[config.mk]
export PLATFORM = sky130hd
export DESIGN_NAME = chunked_transfer_decoder_core
export DESIGN_NICKNAME = d
export VERILOG_FILES = /design/src/design/ctd_pkg.sv /design/src/design/ctd_front.sv /design/src/design/ctd_fifo.sv /design/src/design/ctd_back.sv /design/src/design/chunked_transfer_decoder_core.sv
export SDC_FILE = /design/constraint.sdc
export NUM_CORES = 1
export LEC_CHECK = 0
export BUFFER_PORTS_ARGS = -buffer_cell sky130_fd_sc_hd__buf_4
export CAP_MARGIN = 20
export CORE_MARGIN = 3
export CORE_UTILIZATION = 40
export CTS_BUF_LIST = sky130_fd_sc_hd__clkbuf_4 sky130_fd_sc_hd__clkbuf_8
export DETAILED_ROUTE_END_ITERATION = 12
export PLACE_DENSITY = 0.65
export RECOVER_POWER = 25
export SYNTH_ARGS = -nofsm -noshare
export SYNTH_HDL_FRONTEND = slang
export SYNTH_SLANG_ARGS = --single-unit
[constraint.sdc]
create_clock -name clk_i -period 5.6 [get_ports clk_i]
set_clock_uncertainty 0.1 [all_clocks]
set_input_delay 1.12 -clock clk_i [delete_from_list [all_inputs] [get_ports clk_i]]
set_output_delay 1.12 -clock clk_i [all_outputs]
set_load 0.1 [all_outputs]
[src/design/ctd_pkg.sv]
// ----------------------------------------------------------------------------
// ctd_pkg
// Shared types, constants and helpers for the chunked transfer decoder.
// ----------------------------------------------------------------------------
package ctd_pkg;

  localparam int unsigned CountW    = 32;
  localparam int unsigned FifoDepth = 2;
  localparam int unsigned FifoPtrW  = (FifoDepth > 1) ? $clog2(FifoDepth) : 1;
  localparam int unsigned FifoCntW  = $clog2(FifoDepth + 1);

  // largest partial size that still takes one more hex digit
  localparam logic [CountW-1:0] SizeLimit = {CountW{1'b1}} >> 4;

  localparam int unsigned InDataW  = 40;  // byte_in + consume_count, byte aligned
  localparam int unsigned OutDataW = 40;  // phase_code + bytes_left, byte aligned

  typedef enum logic [1:0] {
    REQ_BYTE    = 2'd0,
    REQ_CONSUME = 2'd1,
    REQ_RESTART = 2'd2,
    REQ_NONE    = 2'd3
  } req_e;

  // byte classes that matter to the framing parser
  typedef enum logic [2:0] {
    CLS_CR    = 3'd0,
    CLS_LF    = 3'd1,
    CLS_WS    = 3'd2,
    CLS_SEMI  = 3'd3,
    CLS_HEX   = 3'd4,
    CLS_OTHER = 3'd5
  } cls_e;

  typedef enum logic [6:0] {
    PH_SIZE    = 7'b000_0001,
    PH_EXT     = 7'b000_0010,
    PH_DATA    = 7'b000_0100,
    PH_DEND    = 7'b000_1000,
    PH_TRAILER = 7'b001_0000,
    PH_DONE    = 7'b010_0000,
    PH_INVALID = 7'b100_0000
  } phase_e;

  localparam logic [2:0] CodeSize    = 3'd0;
  localparam logic [2:0] CodeExt     = 3'd1;
  localparam logic [2:0] CodeData    = 3'd2;
  localparam logic [2:0] CodeDend    = 3'd3;
  localparam logic [2:0] CodeTrailer = 3'd4;
  localparam logic [2:0] CodeDone    = 3'd5;
  localparam logic [2:0] CodeInvalid = 3'd6;

  // classified word travelling from front to back
  typedef struct packed {
    req_e              req;
    cls_e              cls;
    logic [3:0]        hex;
    logic [CountW-1:0] count;
  } cmd_t;

  function automatic logic [2:0] phase_code(phase_e ph);
    logic [2:0] code;
    unique case (ph)
      PH_SIZE:    code = CodeSize;
      PH_EXT:     code = CodeExt;
      PH_DATA:    code = CodeData;
      PH_DEND:    code = CodeDend;
      PH_TRAILER: code = CodeTrailer;
      PH_DONE:    code = CodeDone;
      PH_INVALID: code = CodeInvalid;
      default:    code = CodeInvalid;
    endcase
    return code;
  endfunction

endpackage

[src/design/ctd_front.sv]
// ----------------------------------------------------------------------------
// ctd_front
// Accepts request words and classifies framing bytes ahead of the queue.
// ----------------------------------------------------------------------------
module ctd_front (
  input  logic                       s_axis_tvalid_i,
  output logic                       s_axis_tready_o,
  input  logic [ctd_pkg::InDataW-1:0] s_axis_tdata_i,  // byte_in, consume_count
  input  logic [1:0]                 s_axis_tuser_i,  // req_type
  input  logic                       q_full_i,
  output logic                       q_push_o,
  output ctd_pkg::cmd_t              q_cmd_o
);
  import ctd_pkg::*;

  localparam logic [7:0] ByteCr   = 8'h0D;
  localparam logic [7:0] ByteLf   = 8'h0A;
  localparam logic [7:0] ByteSp   = 8'h20;
  localparam logic [7:0] ByteTab  = 8'h09;
  localparam logic [7:0] ByteSemi = 8'h3B;

  logic [7:0] byte_in;
  logic       is_dec, is_lc, is_uc;

  assign byte_in = s_axis_tdata_i[7:0];
  assign is_dec  = (byte_in >= 8'h30) && (byte_in <= 8'h39);
  assign is_lc   = (byte_in >= 8'h61) && (byte_in <= 8'h66);
  assign is_uc   = (byte_in >= 8'h41) && (byte_in <= 8'h46);

  always_comb begin
    q_cmd_o.req   = req_e'(s_axis_tuser_i);
    q_cmd_o.count = s_axis_tdata_i[8 +: CountW];
    q_cmd_o.hex   = 4'd0;
    priority if (byte_in == ByteCr) begin
      q_cmd_o.cls = CLS_CR;
    end else if (byte_in == ByteLf) begin
      q_cmd_o.cls = CLS_LF;
    end else if ((byte_in == ByteSp) || (byte_in == ByteTab)) begin
      q_cmd_o.cls = CLS_WS;
    end else if (byte_in == ByteSemi) begin
      q_cmd_o.cls = CLS_SEMI;
    end else if (is_dec) begin
      q_cmd_o.cls = CLS_HEX;
      q_cmd_o.hex = byte_in[3:0];
    end else if (is_lc || is_uc) begin
      // 'a'..'f' and 'A'..'F' share the low nibble 1..6
      q_cmd_o.cls = CLS_HEX;
      q_cmd_o.hex = byte_in[3:0] + 4'd9;
    end else begin
      q_cmd_o.cls = CLS_OTHER;
    end
  end

  assign s_axis_tready_o = !q_full_i;
  assign q_push_o        = s_axis_tvalid_i && !q_full_i;

endmodule

[src/design/ctd_fifo.sv]
// ----------------------------------------------------------------------------
// ctd_fifo
// Short queue of classified words between the front and the back.
// ----------------------------------------------------------------------------
module ctd_fifo (
  input  logic          clk_i,
  input  logic          rst_ni,
  input  logic          push_i,
  input  ctd_pkg::cmd_t push_cmd_i,
  output logic          full_o,
  input  logic          pop_i,
  output logic          empty_o,
  output ctd_pkg::cmd_t pop_cmd_o
);
  import ctd_pkg::*;

  cmd_t                mem_q [FifoDepth];
  logic [FifoPtrW-1:0] wr_ptr_q, wr_ptr_d;
  logic [FifoPtrW-1:0] rd_ptr_q, rd_ptr_d;
  logic [FifoCntW-1:0] cnt_q, cnt_d;
  logic                do_push, do_pop;

  assign full_o    = (cnt_q == FifoCntW'(FifoDepth));
  assign empty_o   = (cnt_q == '0);
  assign do_push   = push_i && !full_o;
  assign do_pop    = pop_i && !empty_o;
  assign pop_cmd_o = mem_q[rd_ptr_q];

  function automatic logic [FifoPtrW-1:0] ptr_inc(logic [FifoPtrW-1:0] p);
    return (p == FifoPtrW'(FifoDepth - 1)) ? '0 : p + 1'b1;
  endfunction

  always_comb begin
    wr_ptr_d = do_push ? ptr_inc(wr_ptr_q) : wr_ptr_q;
    rd_ptr_d = do_pop  ? ptr_inc(rd_ptr_q) : rd_ptr_q;
    cnt_d    = cnt_q + FifoCntW'(do_push) - FifoCntW'(do_pop);
  end

  always_ff @(posedge clk_i) begin
    if (do_push) begin
      mem_q[wr_ptr_q] <= push_cmd_i;
    end
  end

  always_ff @(posedge clk_i or negedge rst_ni) begin
    if (!rst_ni) begin
      wr_ptr_q <= '0;
      rd_ptr_q <= '0;
      cnt_q    <= '0;
    end else begin
      wr_ptr_q <= wr_ptr_d;
      rd_ptr_q <= rd_ptr_d;
      cnt_q    <= cnt_d;
    end
  end

endmodule

[src/design/ctd_back.sv]
// ----------------------------------------------------------------------------
// ctd_back
// Framing state machine and output register for the chunked decoder.
// ----------------------------------------------------------------------------
module ctd_back (
  input  logic                        clk_i,
  input  logic                        rst_ni,
  input  logic                        q_empty_i,
  input  ctd_pkg::cmd_t               q_cmd_i,
  output logic                        q_pop_o,
  output logic                        m_axis_tvalid_o,
  input  logic                        m_axis_tready_i,
  output logic [ctd_pkg::OutDataW-1:0] m_axis_tdata_o  // phase_code, bytes_left
);
  import ctd_pkg::*;

  phase_e              phase_q, phase_d;
  logic [CountW-1:0]   rem_q, rem_d;
  logic                digit_q, digit_d;
  logic                tle_q, tle_d;
  logic                out_vld_q, out_vld_d;
  logic [OutDataW-1:0] out_data_q, out_data_d;
  logic                take;
  logic                finish_bad, finish_zero;

  // advance when the output slot is free or being drained
  assign take    = !q_empty_i && (!out_vld_q || m_axis_tready_i);
  assign q_pop_o = take;

  assign finish_bad  = !digit_q;
  assign finish_zero = (rem_q == '0);

  always_comb begin
    phase_d = phase_q;
    rem_d   = rem_q;
    digit_d = digit_q;
    tle_d   = tle_q;
    if (take) begin
      unique case (q_cmd_i.req)
        REQ_BYTE: begin
          unique case (phase_q)
            PH_SIZE: begin
              unique case (q_cmd_i.cls)
                CLS_CR, CLS_WS: ;
                CLS_LF: begin
                  priority if (finish_bad) begin
                    phase_d = PH_INVALID;
                  end else if (finish_zero) begin
                    phase_d = PH_TRAILER;
                    tle_d   = 1'b1;
                  end else begin
                    phase_d = PH_DATA;
                  end
                end
                CLS_SEMI: phase_d = digit_q ? PH_EXT : PH_INVALID;
                CLS_HEX: begin
                  if (rem_q > SizeLimit) begin
                    phase_d = PH_INVALID;
                  end else begin
                    rem_d   = {rem_q[CountW-5:0], q_cmd_i.hex};
                    digit_d = 1'b1;
                  end
                end
                default: phase_d = PH_INVALID;
              endcase
            end
            PH_EXT: begin
              if (q_cmd_i.cls == CLS_LF) begin
                priority if (finish_bad) begin
                  phase_d = PH_INVALID;
                end else if (finish_zero) begin
                  phase_d = PH_TRAILER;
                  tle_d   = 1'b1;
                end else begin
                  phase_d = PH_DATA;
                end
              end
            end
            PH_DEND: begin
              if (q_cmd_i.cls != CLS_CR) begin
                phase_d = (q_cmd_i.cls == CLS_LF) ? PH_SIZE : PH_INVALID;
                rem_d   = '0;
                digit_d = 1'b0;
              end
            end
            PH_TRAILER: begin
              if (q_cmd_i.cls == CLS_LF) begin
                if (tle_q) begin
                  phase_d = PH_DONE;
                end
                tle_d = 1'b1;
              end else if (q_cmd_i.cls != CLS_CR) begin
                tle_d = 1'b0;
              end
            end
            default: ;
          endcase
        end
        REQ_CONSUME: begin
          if (phase_q == PH_DATA) begin
            // saturate at zero and close the chunk body
            if (q_cmd_i.count < rem_q) begin
              rem_d = rem_q - q_cmd_i.count;
            end else begin
              rem_d   = '0;
              phase_d = PH_DEND;
            end
          end
        end
        REQ_RESTART: begin
          phase_d = PH_SIZE;
          rem_d   = '0;
          digit_d = 1'b0;
          tle_d   = 1'b1;
        end
        default: ;
      endcase
    end
  end

  always_comb begin
    out_vld_d  = out_vld_q;
    out_data_d = out_data_q;
    if (take) begin
      out_vld_d  = 1'b1;
      out_data_d = {{(OutDataW - CountW - 3){1'b0}}, rem_d, phase_code(phase_d)};
    end else if (m_axis_tready_i) begin
      out_vld_d = 1'b0;
    end
  end

  always_ff @(posedge clk_i or negedge rst_ni) begin
    if (!rst_ni) begin
      phase_q   <= PH_SIZE;
      rem_q     <= '0;
      digit_q   <= 1'b0;
      tle_q     <= 1'b1;
      out_vld_q <= 1'b0;
    end else begin
      phase_q   <= phase_d;
      rem_q     <= rem_d;
      digit_q   <= digit_d;
      tle_q     <= tle_d;
      out_vld_q <= out_vld_d;
    end
  end

  always_ff @(posedge clk_i) begin
    out_data_q <= out_data_d;
  end

  assign m_axis_tvalid_o = out_vld_q;
  assign m_axis_tdata_o  = out_data_q;

  a_data_nonzero: assert property (@(posedge clk_i) disable iff (!rst_ni)
    (phase_q == PH_DATA) |-> (rem_q != '0))
    else $error("data phase with zero bytes left");

  a_zero_after_body: assert property (@(posedge clk_i) disable iff (!rst_ni)
    ((phase_q == PH_DEND) || (phase_q == PH_TRAILER) || (phase_q == PH_DONE))
      |-> (rem_q == '0))
    else $error("remaining size not cleared after chunk body");

  a_ext_has_digit: assert property (@(posedge clk_i) disable iff (!rst_ni)
    (phase_q == PH_EXT) |-> digit_q)
    else $error("extension entered without a size digit");

  a_no_pop_stalled: assert property (@(posedge clk_i) disable iff (!rst_ni)
    (out_vld_q && !m_axis_tready_i) |-> !q_pop_o)
    else $error("queue popped while result is stalled");

endmodule

[src/design/chunked_transfer_decoder_core.sv]
// ----------------------------------------------------------------------------
// chunked_transfer_decoder_core
// Tracks chunked transfer framing: size lines, body consumption, chunk ends
// and the trailer, reporting phase and remaining size for every word.
// ----------------------------------------------------------------------------
//  channel   | dir | tdata                                | tuser
//  s_axis    | in  | [7:0] byte_in, [39:8] consume_count  | [1:0] req_type
//  m_axis    | out | [2:0] phase_code, [34:3] bytes_left  | -
//
//  One word per clock sustained while m_axis accepts; one result word per input word.
//  Each word passes through a queue write, then the state update into the
//  output register.
//  Input ready depends only on the two-entry queue being full, so a stall
//  on m_axis backs up through the queue before s_axis stalls.
//  Reset is asynchronous; the decoder comes up in the size phase.
// ----------------------------------------------------------------------------
module chunked_transfer_decoder_core (
  input  logic                        clk_i,
  input  logic                        rst_ni,
  input  logic                        s_axis_tvalid_i,
  output logic                        s_axis_tready_o,
  input  logic [ctd_pkg::InDataW-1:0]  s_axis_tdata_i,  // byte_in, consume_count
  input  logic [1:0]                  s_axis_tuser_i,  // req_type
  output logic                        m_axis_tvalid_o,
  input  logic                        m_axis_tready_i,
  output logic [ctd_pkg::OutDataW-1:0] m_axis_tdata_o   // phase_code, bytes_left
);
  import ctd_pkg::*;

  cmd_t push_cmd, pop_cmd;
  logic push, pop, full, empty;

  ctd_front u_front (
    .s_axis_tvalid_i (s_axis_tvalid_i),
    .s_axis_tready_o (s_axis_tready_o),
    .s_axis_tdata_i  (s_axis_tdata_i),
    .s_axis_tuser_i  (s_axis_tuser_i),
    .q_full_i        (full),
    .q_push_o        (push),
    .q_cmd_o         (push_cmd)
  );

  ctd_fifo u_fifo (
    .clk_i      (clk_i),
    .rst_ni     (rst_ni),
    .push_i     (push),
    .push_cmd_i (push_cmd),
    .full_o     (full),
    .pop_i      (pop),
    .empty_o    (empty),
    .pop_cmd_o  (pop_cmd)
  );

  ctd_back u_back (
    .clk_i           (clk_i),
    .rst_ni          (rst_ni),
    .q_empty_i       (empty),
    .q_cmd_i         (pop_cmd),
    .q_pop_o         (pop),
    .m_axis_tvalid_o (m_axis_tvalid_o),
    .m_axis_tready_i (m_axis_tready_i),
    .m_axis_tdata_o  (m_axis_tdata_o)
  );

endmodule

==> impl_results.md, run 1 <==
- R2R Setup Slk: about 1.2 ns
- WHS Path Cells: 2
- Worst slew margin: -84.2%
- Top FF cell, synth: edfxtp_1
- Area leader, netlist: edfxtp_1
- CTS sink count: 163
- EDFF count, synth: 117
- # DRC: 0
- Final hold vios: 0
- Leak pwr: 0.00401 uW
- PD cells: 490 nW/um^2
- Starting density of the core: about two fifths
- Die width: 155 um
- CTS Hold Bufs: 0
- Wire per inst: approximately 19 um
- CTS tree: yes
- Area Growth Syn to Fin: 14.7%
- Slew Viols, Final: 47
- DP HPWL: 16,000 um
- Area contributors post-synth: edfxtp_1, dfrtp_1, ha_1
- Largest net degree at the start of global routing: 47
- Min-delay worst type: register to register
- FF-to-FF Start: u_fifo.rd_ptr_q
- Worst-margin pin slew: roughly 2.8 ns
- Die height: 155 um
- Seq pwr share: 34.3%
- M1 WL: 10,000 um
- Peak supply drop: 0.224 mV
- Final setup margin: 1.18 ns
- WL met3: 1400 um
- Vias in the first global route: 6,771
- CTS resizes: 0
- First-pass GRT wire length: 35,800 um
- Fillers: between 2k and 2.5k
- Clock tree buffer depth: 2
- Initial antenna violation count: 0
- Worst-path maximum fanout: 27
- Required time worst endpoint: ~5.8 ns
- Critical path class: register to register
- Tot GR Track Use: 18.6%
- Comb power frac: 45.9%
- NetSw: around 2200 uW
- Max cap viols: 1
- Footprint of the multi-input gates: 4030 um^2
- Violated checks: max-capacitance violations, max-slew violations
- Setup TNS: 0 ns
- Worst hold start: u_back.m_axis_tvalid_o
- Vias/cell: roughly 5.7
- Switching fraction of total power: 44.5%
- Avg Cell Area, Syn: 10.9 um^2
- Tmin final: 4.42 ns
- Core ar.: 21,900 um^2
- Routed wire length: about 22,000 um
- Share of layout cells above drive strength 1: 15.0%
- Fmax: between 0.2 and 0.25 GHz
- Seq cells post-synth: 163
- Final Cell Area: 10,200 um^2
- Ys Warns: 0
- PortBufs: 82
- Total CTS buffers: 17
- Sequential Area: 4670 um^2
- DIE AREA: 24,200 um^2
- Area of the mapped netlist: 8940 um^2
- Ant. Diodes: 0
- Detail Route Antenna Nets: 0
- TritonRoute pass-1 iters: 6
- WHS: slightly above 0.4 ns
- Post-synth top area share: about two fifths
- Distinct cells, synth: 72
- Crit path launch type: register
- DP Worst Slack: 1.21 ns
- CP Data Arrival Time: 4.58 ns
- Post-Synthesis Cells: 823
- Placed cell area: 9810 um^2
- R2R depth: 12
- CP Launch Point: u_fifo.rd_ptr_q
- Uppermost layer routed: met4
- Vias: 6,858
- Worst-path clk slew: 0.09 ns
- Routed wl met2: roughly 10,000 um
- CP Capture Type: register
- RSZ-0062 raised after global routing: no
- H-tree levels: 4
- Clock Latency Late Sink: 0.46 ns
- Internal power consumption: 2790 uW
- I/O pin cnt: between 80 and 90
- Layout net count: roughly 990
- Final setup viols: 0
- Post-CTS setup buffer count: 0
- GRT Residual Overflow: 0
- Clock power share: 19.8%
- Routability congestion estimate: 0.928
- Final Core Density: 46.8%
- CTS root buffer: clkbuf_8
- Status: finished, violations left
- Fin crit share: 79.0%
- Post-synth ARST share: 28.2%
- Violation count after the first detailed-routing iteration: 641
- Num rows: 54
- Seq/Total Area, Yosys: 52.2%
worst paths after layout:
| check | end |
|---|---|
| worst max-delay path | u_back.m_axis_tdata_o[34] |
| worst min-delay path | u_back.m_axis_tvalid_o |
| worst max register to register | u_back.m_axis_tdata_o[34] |
| worst min register to register | u_back.m_axis_tvalid_o |
| max in group asynchronous | u_fifo.rd_ptr_q |
| min in group asynchronous | u_fifo.cnt_q[0] |
flip-flops by register name, indices dropped and copies added, names as in the netlist:
register	flops
u_fifo.rd_ptr_q	1
u_back.phase_q	7
u_back.m_axis_tvalid_o	1
u_back.m_axis_tdata_o	35
u_back.digit_q	1
u_fifo.mem_q	82
u_back.tle_q	1
u_fifo.cnt_q	2
u_back.rem_q	32
u_fifo.wr_ptr_q	1
cell type report:
cell class                      instances  area share, %
Sequential cell                       163           45.6
Multi-Input combinational cell        607           39.3
Timing Repair Buffer                   92           6.46
Tap cell                              280           3.42
Clock buffer                           20           2.50
Clock inverter                         12           1.97
Inverter                               22          0.806
synthesized netlist by cell type, types with 5 or more instances:
library cell	number
edfxtp_1	117
a21oi_1	76
nand2_1	74
nor2_1	58
o21ai_0	50
dfrtp_1	44
mux2i_1	42
ha_1	39
xnor2_1	24
inv_1	22
nand3_1	22
clkbuf_1	19
nor3_1	17
nor4_1	15
o21ai_1	14
a22oi_1	12
a31oi_1	12
nand4_1	12
xor2_1	12
a21o_1	10
nand2b_1	8
and2_1	7
o21a_1	7
nor3b_1	6
o211ai_1	6
a211oi_1	5
and3_1	5
buf_4	5
nor2b_1	5
o31ai_1	5
through the flow:
stage | power (uW) | std cells
floorplan | 3500 | 827
global placement | 4030 | 1163
detailed placement | 4050 | 1163
CTS | 5040 | 1195
global route | 5280 | 1196
finish | 5020 | 1196
kinds of logic (layout without fill, tap and decap cells):
kind of cell	after synthesis	after routing	share of synthesized area (%)
AO/OA/AOI/OAI	231	231	16.1
adder cells (fa/ha/maj)	40	40	5.68
other	1	5	0.0420
AND/OR/NAND/NOR	248	248	13.9
XOR/XNOR	36	36	3.53
buffers and inverters	57	146	3.00
multiplexers	47	47	5.46
flip-flops	163	163	52.2
per-layer routing:
metal	global-route usage, %	up-vias
li1	-	3261
met3	3.39	41
met2	30.1	259
met4	5.92	0
met5	0	-
met1	25.6	3297
placed cells by master, fill, tap and decap left out, types with 7 or more instances in the layout:
cell      netlist  final
a21o_1         10     10
a21oi_1        76     76
a22oi_1        12     12
a31oi_1        12     12
and2_1          7      7
buf_4           5     54
clkbuf_1       19     11
clkbuf_4        0     29
clkbuf_8        0     17
dfrtp_1        44     43
edfxtp_1      117    117
ha_1           39     39
inv_1          22     22
mux2i_1        42     42
nand2_1        74     74
nand2b_1        8      8
nand3_1        22     22
nand4_1        12     12
nor2_1         58     57
nor3_1         17     17
nor4_1         15     15
o21a_1          7      7
o21ai_0        50     50
o21ai_1        14     14
xnor2_1        24     24
xor2_1         12     12
power groups by stage:
stage / Clock [uW] / Sequential [uW] / Combinational [uW]
floorplan: 0 / 2350 / 1150
global placement: 0 / 1750 / 2280
detailed placement: 0 / 1750 / 2300
CTS: 1010 / 1730 / 2300
global route: 1060 / 1750 / 2470
finish: 994 / 1720 / 2300
worst max-delay path, cell delays in order, from the launching register on:
cell and delay [ns]:
dfrtp_2 0.40, buf_4 0.40, mux2i_1 0.17, ha_1 0.42
nand4_1 0.15, a211oi_1 0.26, a211oi_1 0.12, o31a_1 0.28
a211o_1 0.32, nand2b_4 0.18, nor3_4 0.61, nand2_1 0.40
o31ai_1 0.39
Note: power is estimated with default switching activity, not from simulation.
==> run 2, diff against run 1 <==
PLACE_DENSITY = 0.67   (was 0.65)
clock period = 3.8 ns   (was 5.6 ns; I/O delays follow)
==> impl_results.md, run 2 (same netlist as run 1, synthesis figures left out) <==
- Die width: 155 um (unchanged)
- GRT Residual Overflow: 0 (unchanged)
- CP Data Arrival Time: 3.70 ns (-0.88 ns)
- Die height: 155 um (unchanged)
- CP Capture Type: register
- R2R depth: 12 (unchanged)
- Critical path class: register to register
- Status: finished, violations left
- Min-delay worst type: register to register
- WHS: 0.410 ns (-0.00579 ns)
- Worst slew margin: -86.7% (-2.5 points)
- DIE AREA: 24,200 um^2 (unchanged)
- Tmin final: 3.61 ns (-0.817 ns)
- Vias: 6,932 (+1.1%)
- Total power: 7340 uW (+46%)
- Wire per inst: 19.1 um (+1.7%)
- Share of layout cells above drive strength 1: 19.0% (+4.0 points)
- Clock tree buffer depth: 2 (unchanged)
- CTS Hold Bufs: 0 (unchanged)
- Slew Viols, Final: 47 (unchanged)
- Violation count after the first detailed-routing iteration: 725 (+13%)
- I/O pin cnt: 88 (unchanged)
- CTS tree: yes
- Core ar.: 21,900 um^2 (unchanged)
- Area Growth Syn to Fin: 17.1%
- Top reg by flops: u_fifo.mem_q
- WL met3: 1430 um (+2.0%)
- Routed wire length: 23,300 um (+3.9%)
- R2R Setup Slk: 0.19 ns (-0.98 ns)
- PD cells: 701 nW/um^2 (+43%)
- Fmax: 0.277 GHz (+23%)
- Setup TNS: 0 ns (unchanged)
- Ant. Diodes: 0 (unchanged)
- Max cap viols: 1 (unchanged)
- Tot GR Track Use: 19.4% (+0.77 points)
- Required time worst endpoint: 3.89 ns (-1.87 ns)
- Fin crit share: 94.9% (+16 points)
- Most frequent cells in the layout: edfxtp_1, buf_4, nand2_1, a21oi_1, nor2_1
- Vias/cell: 5.67 (-1.1%)
- CTS root buffer: clkbuf_8
- Layout net count: 1,015 (+2.6%)
- PortBufs: 82 (unchanged)
- Num rows: 54 (unchanged)
- H-tree levels: 4 (unchanged)
- Detail Route Antenna Nets: 0 (unchanged)
- # DRC: 0 (unchanged)
- Final hold vios: 0 (unchanged)
- Routed wl met2: 11,100 um (+6.0%)
- Clock Latency Late Sink: 0.45 ns (about the same)
- Largest net degree at the start of global routing: 47 (unchanged)
- TritonRoute pass-1 iters: 5 (-1)
- Initial antenna violation count: 0 (unchanged)
- Violated checks: max-capacitance violations, max-slew violations
- Leak pwr: 0.00413 uW (+2.9%)
- Final setup viols: 0 (unchanged)
- Crit path launch type: register
- Total CTS buffers: 17 (unchanged)
- CP endpoint: u_back.m_axis_tdata_o[30]
- M1 WL: 10,400 um (+3.6%)
- DP HPWL: 16,500 um (+2.5%)
- First-pass GRT wire length: 36,800 um (+2.8%)
- FF-to-FF Start: u_fifo.rd_ptr_q
- Worst-margin pin slew: 2.80 ns (+0.0373 ns)
- Worst-path maximum fanout: 19 (-30%)
- Fillers: 2,040 (-1.2%)
- CTS sink count: 163 (unchanged)
- CP Launch Point: u_fifo.rd_ptr_q
- Starting density of the core: 40.8% (unchanged)
- Largest register FFs: 82 (unchanged)
- Reg-to-reg endpoint: u_back.m_axis_tdata_o[30]
- Uppermost layer routed: met4
- Routability congestion estimate: 0.942 (+1.5%)
- Commonest non-fill, non-tap cell in the layout: edfxtp_1
- Vias in the first global route: 6,666 (-1.6%)
- Worst-path clk slew: 0.09 ns (about the same)
- Peak supply drop: 0.358 mV (+60%)
run 2: cell types whose count changed in the layout (fill, tap and decap cells not counted), sizes merged:
cell      change
bufinv        -4
inv           -1
clkinv        +4
clkbuf        -1
buf          +27
clkinvlp      +1
run 2: per-stage QoR:
step / instance area (um^2) / instances / util [%] / setup slack [ns]
6_report: 10500 / 1222 / 47.8 / 0.193
5_1_grt: 10500 / 1222 / 47.8 / -0.00536
4_1_cts: 10400 / 1219 / 47.5 / 0.0261
3_5_place_dp: 10000 / 1187 / 45.8 / -0.00493
3_3_place_gp: 10000 / 1187 / 45.8 / -0.0778
2_1_floorplan: 8970 / 827 / - / 0.0396
run 2: area by class of cell:
cell class,count,area (um^2),area share [%]
clock buffers,20,269,2.57
clock inverters,12,106,1.02
flip-flops and latches,163,4670,44.6
well taps,280,350,3.35
repair buffers,118,902,8.62
multi-input cells,607,4090,39.1
inverters,22,82.6,0.789
run 2: worst min-delay path by stage:
stage	from	end	slack, ns	depth (start not counted)
floorplan	rst_ni	u_back.digit_q	0.36	0
global placement	u_fifo.cnt_q[0]	u_back.m_axis_tvalid_o	0.39	2
detailed placement	u_fifo.cnt_q[0]	u_back.m_axis_tvalid_o	0.38	2
CTS	rst_ni	u_fifo.cnt_q[1]	0.22	1
global route	s_axis_tdata_i[11]	u_fifo.mem_q[0][3]	0.37	1
finish	u_fifo.cnt_q[0]	u_back.m_axis_tvalid_o	0.41	2
run 2: report_power, final:
part           total [uW]  switching, uW  leakage [uW]  internal [uW]
Combinational        3580           2540       0.00221           1040
Clock                1200            644      0.000186            560
Sequential           2560            178       0.00173           2380
Total                7340           3360       0.00413           3980
run 2: routing by layer:
| layer | up-vias | track usage [%] |
|---|---|---|
| met5 | - | 0 |
| met4 | 0 | 4.92 |
| met3 | 30 | 3.84 |
| met2 | 250 | 31.1 |
| met1 | 3349 | 27.2 |
| li1 | 3303 | - |
run 2: critical path, stage by stage, from the launching register on:
cell	delay (ns)
dfrtp_2	0.44
buf_12	0.20
mux2i_1	0.20
ha_1	0.28
a21oi_2	0.21
nand2_1	0.11
o41ai_2	0.35
o21ai_1	0.16
a221o_1	0.34
o31a_1	0.34
xor2_1	0.15
nor3b_1	0.15
a221o_1	0.29
run 2: repair_timing:
action,CTS,global route
gates cloned,0,1
pin swaps,0,1
setup buffers,0,2
gates resized for setup,2,20
setup endpoints to repair,2,62
==> run 3, diff against run 2 <==
CORE_UTILIZATION = 28   (was 40)
GPL_TIMING_DRIVEN = 0   (was not set)
PLACE_DENSITY = 0.52   (was 0.67)
==> impl_results.md, run 3 (same netlist as run 1, synthesis figures left out) <==
- Worst-path clk slew: 0.10 ns (about the same)
- Largest net degree at the start of global routing: 47 (unchanged)
- RSZ-0062 raised after global routing: yes
- Largest register FFs: 82 (unchanged)
- Core ar.: 31,000 um^2 (+42%)
- First-pass GRT wire length: 38,900 um (+5.7%)
- Wire per inst: 18.5 um (-2.8%)
- Final setup viols: 0 (unchanged)
- Total CTS buffers: 17 (unchanged)
- Worst slew margin: -85.9% (+0.87 points)
- Leak pwr: 0.00431 uW (+4.2%)
- PortBufs: 80 (-2.4%)
- Die height: 185 um (+19%)
- CP most frequent cell: buf_12
- DIE AREA: 34,100 um^2 (+41%)
- CP Capture Type: register
- GRT Residual Overflow: 0 (unchanged)
- Slew Viols, Final: 47 (unchanged)
- Slowest-stage cell, CP: dfrtp_1
- CTS tree: yes
- Cells along the critical path: buf_12 > buf_16 > buf_12 > mux2i_2 > ha_4 > nand4_1 > a211oi_2 > a211oi_2 > o31a_1 > a211o_1 > nand2b_4 > nor3_4 > buf_12 > buf_8 > a21oi_1 > o21ai_2
- Vias in the first global route: 6,810 (+2.2%)
- Layout net count: 1,044 (+2.9%)
- Num rows: 64 (+19%)
- Fin crit share: 97.1% (+2.2 points)
- Peak supply drop: 0.322 mV (-9.9%)
- Clock tree buffer depth: 2 (unchanged)
- Total power: 7740 uW (+5.4%)
- Tot GR Track Use: 14.7% (-4.7 points)
- PD cells: 691 nW/um^2 (-1.4%)
- Sequential Area: 4670 um^2 (about the same)
- Area Growth Syn to Fin: 25.3%
- Ant. Diodes: 0 (unchanged)
- Max incr delay on CP: 0.42 ns (-0.02 ns)
- Violation count after the first detailed-routing iteration: 491 (-32%)
- Clock Latency Late Sink: 0.47 ns (+0.02 ns)
- Routed wire length: 25,300 um (+8.8%)
- TritonRoute pass-1 iters: 5 (unchanged)
- Starting density of the core: 28.8% (-12 points)
- Final hold vios: 0 (unchanged)
- Violated checks: max-capacitance violations, max-slew violations
- Fmax: 0.271 GHz (-2.3%)
- Top reg by flops: u_fifo.mem_q
- Share of layout cells above drive strength 1: 26.2% (+7.2 points)
- Most frequent cells in the layout: edfxtp_1, buf_4, nand2_1, a21oi_1, nor2_1
- Final Cell Area: 11,200 um^2 (+6.9%)
- Delay-heaviest family, CP: compound AO/OA/AOI/OAI gates
- H-tree levels: 4 (unchanged)
- Crit path launch type: register
- CTS root buffer: clkbuf_8
- CTS sink count: 163 (unchanged)
- Critical path class: register to register
- Vias: 7,136 (+2.9%)
- Vias/cell: 5.22 (-8.0%)
- Worst-path maximum fanout: 6 (-13)
- Footprint of the multi-input gates: 4430 um^2 (+8.2%)
- Routability congestion estimate: 0.891 (-5.4%)
- DP HPWL: 18,300 um (+11%)
- # DRC: 0 (unchanged)
- Status: finished, violations left
- Tmin final: 3.69 ns (+0.0843 ns)
- Die width: 185 um (+19%)
- CP Data Arrival Time: 3.87 ns (+0.17 ns)
- Buf/Inv on CP: 5 (+4)
- Detail Route Antenna Nets: 0 (unchanged)
- Fillers: 3,054 (+50%)
- Commonest non-fill, non-tap cell in the layout: edfxtp_1
- Max cap viols: 1 (unchanged)
- I/O pin cnt: 88 (unchanged)
- Min-delay worst type: primary input to register
- Required time worst endpoint: 3.98 ns (+0.09 ns)
- Placed cell area: 10,100 um^2 (+1.1%)
- Worst-margin pin slew: 2.79 ns (-0.0130 ns)
- Initial antenna violation count: 0 (unchanged)
==> run 3: what timing repair did <==
action                                  4_1_cts  5_1_grt
setup buffers                                10       22
endpoints found under the setup margin       69       61
hold buffers                                  0        0
pin swaps                                     8       21
gates cloned                                  2        0
gates resized for setup                      64       66
==> run 3: layout make-up <==
| cell class | instances | share of cell area [%] |
|---|---|---|
| timing repair buffer | 117 | 8.46 |
| clock inverter | 13 | 0.894 |
| clock buffer | 19 | 2.22 |
| buffer | 30 | 2.02 |
| inverter | 22 | 0.749 |
| multi-input combinational | 607 | 39.5 |
| sequential | 163 | 41.7 |
| tap | 396 | 4.43 |
==> run 3: final timing paths <==
check	cells past startpoint	end	start	slack, ns
max	16	u_back.m_axis_tdata_o[13]	u_fifo.rd_ptr_q	0.11
min	1	u_fifo.mem_q[0][24]	s_axis_tdata_i[32]	0.39
max reg2reg	16	u_back.m_axis_tdata_o[13]	u_fifo.rd_ptr_q	0.11
min reg2reg	2	u_back.tle_q	u_back.tle_q	0.43
max in group asynchronous	1	u_back.rem_q[5]	rst_ni	0.94
min in group asynchronous	1	u_fifo.wr_ptr_q	rst_ni	1.06
==> run 3: per-stage QoR <==
step / util [%] / instances / setup slack [ns] / setup TNS (ns) / hold slack (ns)
after floorplan: - / 827 / 0.0396 / 0 / 0.361
after global placement: 32.5 / 1303 / -1.31 / -81.70 / 0.379
after detailed placement: 32.7 / 1306 / -1.08 / -48.92 / 0.389
after CTS: 34.7 / 1346 / 0.0151 / 0 / 0.210
after global routing: 36.1 / 1367 / -0.0119 / -0.0262 / 0.371
final: 36.1 / 1367 / 0.109 / 0 / 0.395
==> run 3: metal layers <==
metal / up-vias / routed length [um] / GRT usage (%)
met3: 17 / 1180 / 2.61
met4: 0 / 417 / 3.57
met1: 3526 / 11900 / 20.5
met2: 198 / 11900 / 23.7
met5: - / 0 / 0
li1: 3395 / - / -
==> run 3: report_power, final <==
part	switching [uW]	internal (uW)	total, uW
Clock	705	476	1180
Sequential	168	2370	2540
Combinational	2730	1280	4010
